$ cat src/hw/rtl/lpd_pkg.sv
// lpd_pkg: types, codes and constants shared by the length-prefixed deframer
// used by lpd_regs, lpd_parser, lpd_skid and length_prefixed_deframer
`default_nettype none

package lpd_pkg;

  // frame header
  localparam int LENGTH_BYTES = 4;
  localparam int LEN_W        = 32;
  localparam int CNT_W        = 2;
  localparam logic [CNT_W-1:0] HDR_LAST = CNT_W'(LENGTH_BYTES - 1);

  // configuration port
  localparam int ADDR_W    = 6;
  localparam int DATA_W    = 64;
  localparam int REG_IDX_W = 3;
  localparam logic [LEN_W-1:0] MAX_BODY_RESET = 32'd65536;

  typedef enum logic [REG_IDX_W-1:0] {
    REG_MAX_BODY = 3'd0,
    REG_KNOWN_0  = 3'd1,
    REG_KNOWN_1  = 3'd2,
    REG_KNOWN_2  = 3'd3,
    REG_KNOWN_3  = 3'd4
  } reg_idx_t;

  typedef enum logic [1:0] {
    PH_HEADER  = 2'd0,
    PH_TYPE    = 2'd1,
    PH_PAYLOAD = 2'd2,
    PH_DEAD    = 2'd3
  } phase_t;

  typedef enum logic [1:0] {
    KIND_PAYLOAD = 2'd0,
    KIND_EMPTY   = 2'd1,
    KIND_ERROR   = 2'd2
  } kind_t;

  typedef enum logic [1:0] {
    ERR_NONE = 2'd0,
    ERR_SIZE = 2'd1,
    ERR_TYPE = 2'd2
  } err_t;

  typedef struct packed {
    logic [LEN_W-1:0] max_body_size;
    logic [255:0]     known_types;
  } cfg_t;

  typedef struct packed {
    kind_t      kind;
    logic [7:0] msg_type;
    logic [7:0] data;
    logic       last;
    err_t       error_code;
  } result_t;

endpackage

`default_nettype wire

$ cat src/hw/rtl/length_prefixed_deframer.sv
// length_prefixed_deframer: top level, wires registers, parser and output buffer
// depends on lpd_pkg, lpd_regs, lpd_parser, lpd_skid
`default_nettype none

// Takes one stream byte per cycle on in_byte while in_stall is low. Frames are a
// 4-byte big-endian body length, a type byte and then length-1 payload bytes.
// Every payload byte comes out with its frame type and a last flag; an empty
// payload gives one marker result on the type byte. A length of zero or over
// max_body_size, or a type whose bit is clear in known_types, gives one error
// result and the block then drops every byte until reset. Per-byte state update
// (32-bit length compare, payload counter, type mask lookup) is combinational;
// its result is registered, and waits in the skid entry while out_stall holds
// the output register. A one-entry skid stage behind it lets input keep flowing
// for one request while out_stall is high; in_stall rises only when both are
// full. Registers sit at byte addresses 8*i on the 64-bit apb-style port.

module length_prefixed_deframer (
  input  wire logic                       clk,
  input  wire logic                       rst,
  input  wire logic                       psel,
  input  wire logic                       penable,
  input  wire logic                       pwrite,
  input  wire logic [lpd_pkg::ADDR_W-1:0] paddr,
  input  wire logic [lpd_pkg::DATA_W-1:0] pwdata,
  output logic      [lpd_pkg::DATA_W-1:0] prdata,
  output logic                            pready,
  input  wire logic                       in_valid,
  output logic                            in_stall,
  input  wire logic [7:0]                 in_byte,
  output logic                            out_valid,
  input  wire logic                       out_stall,
  output logic      [1:0]                 out_kind,
  output logic      [7:0]                 msg_type,
  output logic      [7:0]                 data,
  output logic                            last,
  output logic      [1:0]                 error_code
);
  import lpd_pkg::*;

  cfg_t    cfg;
  logic    take;
  logic    res_valid;
  result_t res;
  logic    full;
  result_t out_res;

  assign in_stall = full;
  assign take     = in_valid && !in_stall;

  lpd_regs u_regs (
    .clk     (clk),
    .rst     (rst),
    .psel    (psel),
    .penable (penable),
    .pwrite  (pwrite),
    .paddr   (paddr),
    .pwdata  (pwdata),
    .prdata  (prdata),
    .pready  (pready),
    .cfg     (cfg)
  );

  lpd_parser u_parser (
    .clk       (clk),
    .rst       (rst),
    .take      (take),
    .in_byte   (in_byte),
    .cfg       (cfg),
    .res_valid (res_valid),
    .res       (res)
  );

  lpd_skid u_skid (
    .clk       (clk),
    .rst       (rst),
    .push      (take && res_valid),
    .push_res  (res),
    .full      (full),
    .out_valid (out_valid),
    .out_stall (out_stall),
    .out_res   (out_res)
  );

  assign out_kind   = out_res.kind;
  assign msg_type   = out_res.msg_type;
  assign data       = out_res.data;
  assign last       = out_res.last;
  assign error_code = out_res.error_code;

endmodule

`default_nettype wire

$ cat src/hw/rtl/lpd_regs.sv
// lpd_regs: apb-style configuration registers (size limit and known-type mask)
// depends on lpd_pkg
`default_nettype none

module lpd_regs (
  input  wire logic                       clk,
  input  wire logic                       rst,
  input  wire logic                       psel,
  input  wire logic                       penable,
  input  wire logic                       pwrite,
  input  wire logic [lpd_pkg::ADDR_W-1:0] paddr,
  input  wire logic [lpd_pkg::DATA_W-1:0] pwdata,
  output logic      [lpd_pkg::DATA_W-1:0] prdata,
  output logic                            pready,
  output lpd_pkg::cfg_t                   cfg
);
  import lpd_pkg::*;

  logic [LEN_W-1:0]  max_body_size;
  logic [DATA_W-1:0] known_0;
  logic [DATA_W-1:0] known_1;
  logic [DATA_W-1:0] known_2;
  logic [DATA_W-1:0] known_3;
  logic              wr_en;
  reg_idx_t          idx;

  assign pready = 1'b1;
  assign wr_en  = psel && penable && pwrite;
  // registers sit on 8-byte boundaries, low address bits are ignored
  assign idx    = reg_idx_t'(paddr[ADDR_W-1:ADDR_W-REG_IDX_W]);

  always_ff @(posedge clk) begin
    if (rst) begin
      max_body_size <= MAX_BODY_RESET;
      known_0       <= '0;
      known_1       <= '0;
      known_2       <= '0;
      known_3       <= '0;
    end else if (wr_en) begin
      case (idx)
        REG_MAX_BODY: max_body_size <= pwdata[LEN_W-1:0];
        REG_KNOWN_0:  known_0 <= pwdata;
        REG_KNOWN_1:  known_1 <= pwdata;
        REG_KNOWN_2:  known_2 <= pwdata;
        REG_KNOWN_3:  known_3 <= pwdata;
        default: ;
      endcase
    end
  end

  always_comb begin
    case (idx)
      REG_MAX_BODY: prdata = {{(DATA_W-LEN_W){1'b0}}, max_body_size};
      REG_KNOWN_0:  prdata = known_0;
      REG_KNOWN_1:  prdata = known_1;
      REG_KNOWN_2:  prdata = known_2;
      REG_KNOWN_3:  prdata = known_3;
      default:      prdata = '0;
    endcase
  end

  assign cfg.max_body_size = max_body_size;
  assign cfg.known_types   = {known_3, known_2, known_1, known_0};

endmodule

`default_nettype wire

$ cat src/hw/rtl/lpd_parser.sv
// lpd_parser: frame state machine, one byte per cycle on take, at most one result
// depends on lpd_pkg
`default_nettype none

module lpd_parser (
  input  wire logic            clk,
  input  wire logic            rst,
  input  wire logic            take,
  input  wire logic [7:0]      in_byte,
  input  wire lpd_pkg::cfg_t   cfg,
  output logic                 res_valid,
  output lpd_pkg::result_t     res
);
  import lpd_pkg::*;

  phase_t           phase;
  phase_t           phase_next;
  logic [CNT_W-1:0] header_count;
  logic [CNT_W-1:0] header_count_next;
  logic [LEN_W-1:0] length_accum;
  logic [LEN_W-1:0] length_accum_next;
  logic [LEN_W-1:0] bytes_left;
  logic [LEN_W-1:0] bytes_left_next;
  logic [7:0]       frame_type;
  logic [7:0]       frame_type_next;

  logic [LEN_W-1:0] len_full;
  logic             hdr_done;
  logic             size_bad;
  logic             type_known;
  logic             pay_last;

  assign len_full   = {length_accum[LEN_W-9:0], in_byte};
  assign hdr_done   = (header_count == HDR_LAST);
  assign size_bad   = (len_full == '0) || (len_full > cfg.max_body_size);
  assign type_known = cfg.known_types[in_byte];
  assign pay_last   = (bytes_left <= LEN_W'(1));

  // next state
  always_comb begin
    phase_next        = phase;
    header_count_next = header_count;
    length_accum_next = length_accum;
    bytes_left_next   = bytes_left;
    frame_type_next   = frame_type;
    if (take) begin
      case (phase)
        PH_HEADER: begin
          if (hdr_done) begin
            header_count_next = '0;
            length_accum_next = '0;
            if (size_bad) begin
              phase_next = PH_DEAD;
            end else begin
              bytes_left_next = len_full - LEN_W'(1);
              phase_next      = PH_TYPE;
            end
          end else begin
            header_count_next = header_count + CNT_W'(1);
            length_accum_next = len_full;
          end
        end
        PH_TYPE: begin
          frame_type_next = in_byte;
          if (!type_known) begin
            phase_next = PH_DEAD;
          end else if (bytes_left == '0) begin
            phase_next = PH_HEADER;
          end else begin
            phase_next = PH_PAYLOAD;
          end
        end
        PH_PAYLOAD: begin
          if (pay_last) begin
            bytes_left_next = '0;
            phase_next      = PH_HEADER;
          end else begin
            bytes_left_next = bytes_left - LEN_W'(1);
          end
        end
        default: ;
      endcase
    end
  end

  // result for the byte on the input this cycle
  always_comb begin
    res_valid      = 1'b0;
    res.kind       = KIND_PAYLOAD;
    res.msg_type   = '0;
    res.data       = '0;
    res.last       = 1'b1;
    res.error_code = ERR_NONE;
    case (phase)
      PH_HEADER: begin
        if (hdr_done && size_bad) begin
          res_valid      = 1'b1;
          res.kind       = KIND_ERROR;
          res.error_code = ERR_SIZE;
        end
      end
      PH_TYPE: begin
        res.msg_type = in_byte;
        if (!type_known) begin
          res_valid      = 1'b1;
          res.kind       = KIND_ERROR;
          res.error_code = ERR_TYPE;
        end else if (bytes_left == '0) begin
          res_valid = 1'b1;
          res.kind  = KIND_EMPTY;
        end
      end
      PH_PAYLOAD: begin
        res_valid    = 1'b1;
        res.msg_type = frame_type;
        res.data     = in_byte;
        res.last     = pay_last;
      end
      default: ;
    endcase
  end

  always_ff @(posedge clk) begin
    if (rst) begin
      phase        <= PH_HEADER;
      header_count <= '0;
      length_accum <= '0;
      bytes_left   <= '0;
      frame_type   <= '0;
    end else begin
      phase        <= phase_next;
      header_count <= header_count_next;
      length_accum <= length_accum_next;
      bytes_left   <= bytes_left_next;
      frame_type   <= frame_type_next;
    end
  end

  a_dead_silent: assert property (@(posedge clk) disable iff (rst)
    (phase == PH_DEAD) |-> !res_valid)
    else $error("result produced while dead");

  a_error_kills: assert property (@(posedge clk) disable iff (rst)
    (take && res_valid && res.kind == KIND_ERROR) |=> (phase == PH_DEAD))
    else $error("error result without entering dead phase");

  a_count_in_header: assert property (@(posedge clk) disable iff (rst)
    (phase != PH_HEADER) |-> (header_count == '0 && length_accum == '0))
    else $error("header state left over outside header phase");

endmodule

`default_nettype wire

$ cat src/hw/rtl/lpd_skid.sv
// lpd_skid: registered result output with a one-entry skid stage
// depends on lpd_pkg
`default_nettype none

module lpd_skid (
  input  wire logic             clk,
  input  wire logic             rst,
  input  wire logic             push,
  input  wire lpd_pkg::result_t push_res,
  output logic                  full,
  output logic                  out_valid,
  input  wire logic             out_stall,
  output lpd_pkg::result_t      out_res
);
  import lpd_pkg::*;

  logic    skid_valid;
  result_t skid_res;
  logic    drain;

  assign drain = !out_valid || !out_stall;
  // input side only waits on the skid entry, no path from out_stall
  assign full  = skid_valid;

  always_ff @(posedge clk) begin
    if (rst) begin
      out_valid  <= 1'b0;
      skid_valid <= 1'b0;
    end else if (drain) begin
      if (skid_valid) begin
        out_valid  <= 1'b1;
        skid_valid <= push;
      end else begin
        out_valid <= push;
      end
    end else if (push) begin
      skid_valid <= 1'b1;
    end
  end

  always_ff @(posedge clk) begin
    if (drain) begin
      if (skid_valid) begin
        out_res <= skid_res;
        if (push) begin
          skid_res <= push_res;
        end
      end else if (push) begin
        out_res <= push_res;
      end
    end else if (push) begin
      skid_res <= push_res;
    end
  end

  a_skid_behind_out: assert property (@(posedge clk) disable iff (rst)
    skid_valid |-> out_valid)
    else $error("skid entry held with empty output register");

  a_no_push_when_full: assert property (@(posedge clk) disable iff (rst)
    (skid_valid && out_valid && out_stall) |-> !push)
    else $error("result pushed into full buffer");

endmodule

`default_nettype wire
$ cat config.mk
export PLATFORM = sky130hd
export DESIGN_NAME = length_prefixed_deframer
export DESIGN_NICKNAME = d
export VERILOG_FILES = /design/src/hw/rtl/lpd_pkg.sv /design/src/hw/rtl/length_prefixed_deframer.sv /design/src/hw/rtl/lpd_regs.sv /design/src/hw/rtl/lpd_parser.sv /design/src/hw/rtl/lpd_skid.sv
export SDC_FILE = /design/constraint.sdc
export NUM_CORES = 1
export LEC_CHECK = 0
export BUFFER_PORTS_ARGS = -buffer_cell sky130_fd_sc_hd__buf_2
export CAP_MARGIN = 20
export CORE_ASPECT_RATIO = 0.6
export CORE_UTILIZATION = 46
export CTS_BUF_LIST = sky130_fd_sc_hd__clkbuf_16
export DETAILED_ROUTE_END_ITERATION = 12
export SETUP_SLACK_MARGIN = 0.05
export SYNTH_ARGS = -nofsm -noshare
export SYNTH_HDL_FRONTEND = slang
export SYNTH_SLANG_ARGS = --single-unit
$ cat constraint.sdc
create_clock -name clk -period 8.4 [get_ports clk]
set_input_delay 1.68 -clock clk [delete_from_list [all_inputs] [get_ports clk]]
set_output_delay 1.68 -clock clk [all_outputs]
set_load 0.1 [all_outputs]
Yosys cells after proc, flatten, opt, wreduce, memory -nomap -nowiden
Index checks and enable logic that the tools add are counted.
{"block": "word_totals", "regBits": 400, "latch_bits": 0, "mem_bits_rw": 0, "mem_bits_ro": 0, "elab_cells": 104, "mem_count": 0}
{"block": "classes", "addsub": 3, "n_mul": 0, "div": 0, "order_cmp": 3, "eq_ne": 11, "n_shift": 0, "muxes": 37, "n_bitwise": 0, "n_reduce_logical": 28}
{"cell": "$pmux 64 s5", "n": 1}
{"cell": "$mux 21", "n": 5}
{"cell": "$mux 32", "n": 3}
{"cell": "$logic_not 32->1", "n": 2}
{"cell": "$pmux 32 s2", "n": 1}
{"cell": "$sub 32x1->32 const B", "n": 2}
{"cell": "$gt 32x32->1", "n": 1}
{"cell": "$le 32x1->1 const B", "n": 1}
{"cell": "$mux 24", "n": 1}
{"cell": "$mux 2", "n": 9}
{"cell": "$pmux 8 s2", "n": 1}
{"cell": "$reduce_and 2->1", "n": 8}
{"cell": "$mux 1", "n": 10}
{"cell": "$lt 8x9->1 const B", "n": 1}
{"cell": "$mux 9", "n": 1}
{"cell": "$bmux 1 s8", "n": 1}
{"cell": "$pmux 2 s2", "n": 2}
{"cell": "$reduce_and 4->1", "n": 2}
{"cell": "$eq 3x2->1 const B", "n": 2}
{"cell": "$ne 2x1->1 const B", "n": 3}
{"cell": "$pmux 2 s3", "n": 1}
{"cell": "$reduce_bool 2->1", "n": 3}
{"cell": "$logic_and 1x1->1", "n": 5}
{"cell": "$eq 2x2->1 const B", "n": 2}
{"cell": "other kinds (11)", "n": 14}

Longest topological paths before layout
{"block": "logic_depth", "word_depth": 9, "depth_mapped": 16}

Hierarchy
Synthesis repeated with hierarchy kept, for this count alone.
{"block": "unflattened", "hier_cells": 2251, "hier_area_um2": 22201.3}
{"mod": "lpd_regs", "instances": 1, "cells_each": 1287, "area_each_um2": 13330.3, "seq_area_each_um2": 5765.5}
{"mod": "lpd_parser", "instances": 1, "cells_each": 885, "area_each_um2": 7161.9, "seq_area_each_um2": 1361.3}
{"mod": "lpd_skid", "instances": 1, "cells_each": 77, "area_each_um2": 1694.1, "seq_area_each_um2": 1301.2}
{"mod": "length_prefixed_deframer", "instances": 1, "cells_each": 2, "area_each_um2": 15.0, "seq_area_each_um2": 0.0}

Worst setup path before layout
No wires, ideal clock.
{"block": "synth_timing", "path_kind": "input to register", "start": "in in_byte[1]", "end": "reg u_skid.skid_res[0] in the netlist's numbering, enable pin", "setup_ps": 453, "arrival_ps": 6069, "t_required_ps": 7947, "setup_slack_ps": 1878, "stages": 15, "path_cell_list": "buf_6 -> buf_6 -> buf_6 -> inv_1 -> ha_1 -> and2_1 -> clkbuf_2 -> nand4_1 -> or4_1 -> clkbuf_1 -> nor4_4 -> a32o_1 -> a211o_2 -> nor3_1 -> nor4_1"}
{"item": "from (decl)", "line": "length_prefixed_deframer.sv:29", "text": "input wire logic [7:0] in_byte,"}
{"item": "to (signal assigned)", "line": "lpd_skid.sv:46", "text": "skid_res <= push_res;"}
{"item": "to (signal assigned)", "line": "lpd_skid.sv:52", "text": "skid_res <= push_res;"}
{"item": "to (decl)", "line": "lpd_skid.sv:18", "text": "result_t skid_res;"}

Worst setup path in the final report
{"block": "layout_timing", "start": "in paddr[5] in the netlist's numbering", "end": "out prdata[58] in the netlist's numbering"}
{"block": "layout_between", "elab_chain_cells": 2, "word_cells_on_any_way": 6, "classes_between": "4 x eq/ne; 1 x mux; 1 x reduce/logical"}
{"item": "from (decl)", "line": "length_prefixed_deframer.sv:23", "text": "input wire logic [lpd_pkg::ADDR_W-1:0] paddr,"}
{"item": "$eq 3x3->1 (tied with other cells)", "line": "lpd_regs.sv:52", "text": "case (idx)"}
{"item": "$pmux 64 s5 (*)", "line": "lpd_regs.sv:52"}
{"item": "to (decl)", "line": "length_prefixed_deframer.sv:25", "text": "output logic [lpd_pkg::DATA_W-1:0] prdata,"}
Every way passes the cells marked *; elsewhere a longest branch is shown, timed or not.

==> run summary <==
Post-CTS Setup Repair Bufs: 0
Netlist Area Pre-Place: 20,700 µm²
chip width: 276 µm
routed vias: 19,100
Comb pwr share: 8.4%
largest net degree at the start of global routing: 194
fraction of layout cells with a size suffix above 1: 15.8%
R2R Setup Slk: 4290 ps
# H-tree levels: 2
#FFs+latches synth: 400
Switching Power: 1.07 mW
Worst Skew: 18.9 ps
initial antenna violation count: 3
number of synthesis warnings: 0
Site Rows: 59
worst IR drop on VDD: 0.120 mV
area growth from synthesis to layout: 11.2%
Yosys top cell area share: 34.7%
clock root buffer: clkbuf_16
post-synth cell types: 82
Largest delay share family, worst path: buffers and inverters
Num CTS Buffers: 41
clk_lat worst skew: 560 ps
Avg Cell Area, Syn: 8.29 µm²
most area-consuming cells after synthesis: dfxtp_1 (35%), nand2_1 (12%), a21oi_1 (9.2%)
clk buf depth: 3
Final setup viols: 0
Final min period: 5980 ps
die area: 45,800 µm²
Ports: 173
Tcrit/Tclk final: 71.2%
Reg area: 8430 µm²
antenna viol nets, final: 0
# resized after CTS: 0
Core Box Area: 43,800 µm²
CP bufs+invs: 4
DRC Markers: 0
Slew HR: 20.5%
crit path launch type: primary input
cell chain of the critical path: buf_2, buf_4, nor2b_2, buf_4, and2_2, a22oi_1, nand2_1, buf_2
DR iter-0 viols: 2,455
Max stage delay on crit path: 810 ps
Setup TNS: 0 ps
Clk pwr share: 44.1%
clk slew on worst S/H paths: 60 ps
Hold WC Path Type: flip-flop to flip-flop
Congestion Overflow GR: 0
Synth area leader: dfxtp_1
Worst Max-Slew Pin Slew: 1190 ps
Power Dens Cells: 180 nW/µm²
Seq pwr share: 47.5%
wire per inst: 22.2 µm
worst-path maximum fanout: 38
CTS tree: done
Die Y-Extent: 166 µm
Setup crit end kind: output pin
status: completed
register area share after synthesis: 40.8%
max cap viols: 0
Post-synth EDFFs: 42
Gate Count Post-Synth: 2,493
Final Hold Viols: 0
beginning of the critical path: paddr[5]
number of global-route vias before repair: 17,800
Async SR Flop Fraction: 0%
most common cell in the netlist: nand2_1
switch share: 25.9%
footprint of the multi-input gates: 11,200 µm²
gpl congestion: 0.875
Synth top cells by count: nand2_1 (673), a21oi_1 (382), dfxtp_1 (358)
first drt pass iteration count: 8
post-cts hold buffer count: 0
Synth Net Count: 2,618
top_reg_cell synth: dfxtp_1
Internal: 3.06 mW
final wirelength: 69,600 µm
fill count: 4,127
WP data required: 6720 ps
total global-route track usage: 29.8%
RSZ-0062 raised after global routing: no
WS Path Type: primary input to output pin
Final Max Slew Viols: 0
dpl cells: 3,061
Final nets: 2,652
Initial Util: 47.1%
highest clock rate: 167 MHz
routed vias/inst: 6.10
first-pass GRT wire length: 106,000 µm
P_leak: 8.21 nW
IO buf count: 168
clock sinks: 400
dpl hpwl: 45,100 µm
slowest CP cell: and2_2
final non-filler cell total: 3,138
WP data arrival: 4300 ps
FF-to-FF Start: u_parser.bytes_left[4]
HP Start: u_parser.frame_type[5]
[routing by layer]
metal  global-route usage (%)  up-vias  part of all wire, %
li1                         -     8880                    -
met1                     46.7     9260                   47
met2                     41.6      904                   42
met3                     5.64       95                   10
met4                     6.05        0                  1.6
met5                        0        -                    0
[sequential cells by signal, indices dropped and copies added (netlist names)]
signal and count:
u_regs.known_3 64, u_parser.header_count 2, u_parser.length_accum 24, u_parser.frame_type 8, u_skid.skid_res 21, u_parser.phase 2, u_skid.out_valid 1, u_regs.known_0 64
u_regs.max_body_size 32, u_regs.known_1 64, u_skid.full 1, u_parser.bytes_left 32, u_regs.known_2 64, u_skid.out_res 21
[area by class of cell]
type	count	share of cell area, %
sequential	400	36.7
multi-input combinational	1838	48.9
antenna	2	0.0218
timing repair buffer	194	4.80
clock buffer	43	4.68
clock inverter	30	0.969
tap	579	3.15
inverter	52	0.849
[tightest hold or removal path, delay by kind of cell (launching register included)]
| family | cells | cell delay [ps] |
|---|---|---|
| flops | 1 | 310 |
| simple gates | 1 | 50 |
| compound gates | 1 | 50 |
[cells in the final DEF, fill, tap and decap left out, drive strengths merged, types with 5 or more instances in the layout]
cell type  synthesis  layout
a211oi             7       7
o31ai              5       5
nor3b             24      24
mux2i             16      16
nand4             14      14
and2              19      19
clkinv             2      15
inv               50      63
o22ai             48      48
nor3              31      31
dfxtp            358     358
nor2b             15      15
clkbuf           166      43
and3              10      10
a22o               9       9
a21oi            382     382
nand3b             7       7
o21ai             51      51
xnor2             17      17
nand2            673     673
nor2              92      92
a22oi            134     134
nand3             20      20
nor4              12      12
or2                6       6
or4                5       5
nand2b             7       7
o32ai              6       6
edfxtp            42      42
mux4              58      58
xor2               7       7
ha                40      40
mux2              55      55
or3                9       9
buf               37     194
a31oi              7       7
a21o              15      15
[power groups by stage]
stage,logic [mW],registers (mW),clock network (mW)
floorplan,0.218,2.01,0
detailed placement,0.339,2.00,0
CTS,0.340,1.96,1.85
global route,0.373,1.96,1.93
finish,0.349,1.96,1.82
global placement,0.334,2.00,0
[final timing paths]
path / to / cells after the start
min reg2reg: u_parser.frame_type[5] / 2
max: prdata[58] / 8
min: u_parser.frame_type[5] / 2
max reg2reg: u_skid.skid_res[13] / 10
[stage by stage]
step / power, mW / setup WS [ps] / area (µm²) / utilization, % / hold slack (ps)
after CTS: 4.15 / 2490 / 22900 / 52.3 / 459
after global routing: 4.26 / 2220 / 23000 / 52.4 / 467
after detailed placement: 2.34 / 1950 / 21600 / 49.3 / 451
after floorplan: 2.23 / 1880 / 20700 / - / 434
after global placement: 2.34 / 2000 / 21600 / 49.3 / 443
final: 4.14 / 2420 / 23000 / 52.4 / 457
[logic make-up after synthesis]
logic type | Yosys count | synth area share, %
xor gates and xnor gates | 24 | 1.02
DFF | 400 | 40.8
other | 1 | 0.0181
and+or+nand+nor | 949 | 19.7
muxes | 129 | 10.4
AOI/OAI and AO/OA | 695 | 20.4
adders and majority gates | 40 | 2.42
buffers and inverters | 255 | 5.24
Power figures use the tool's default switching activity.
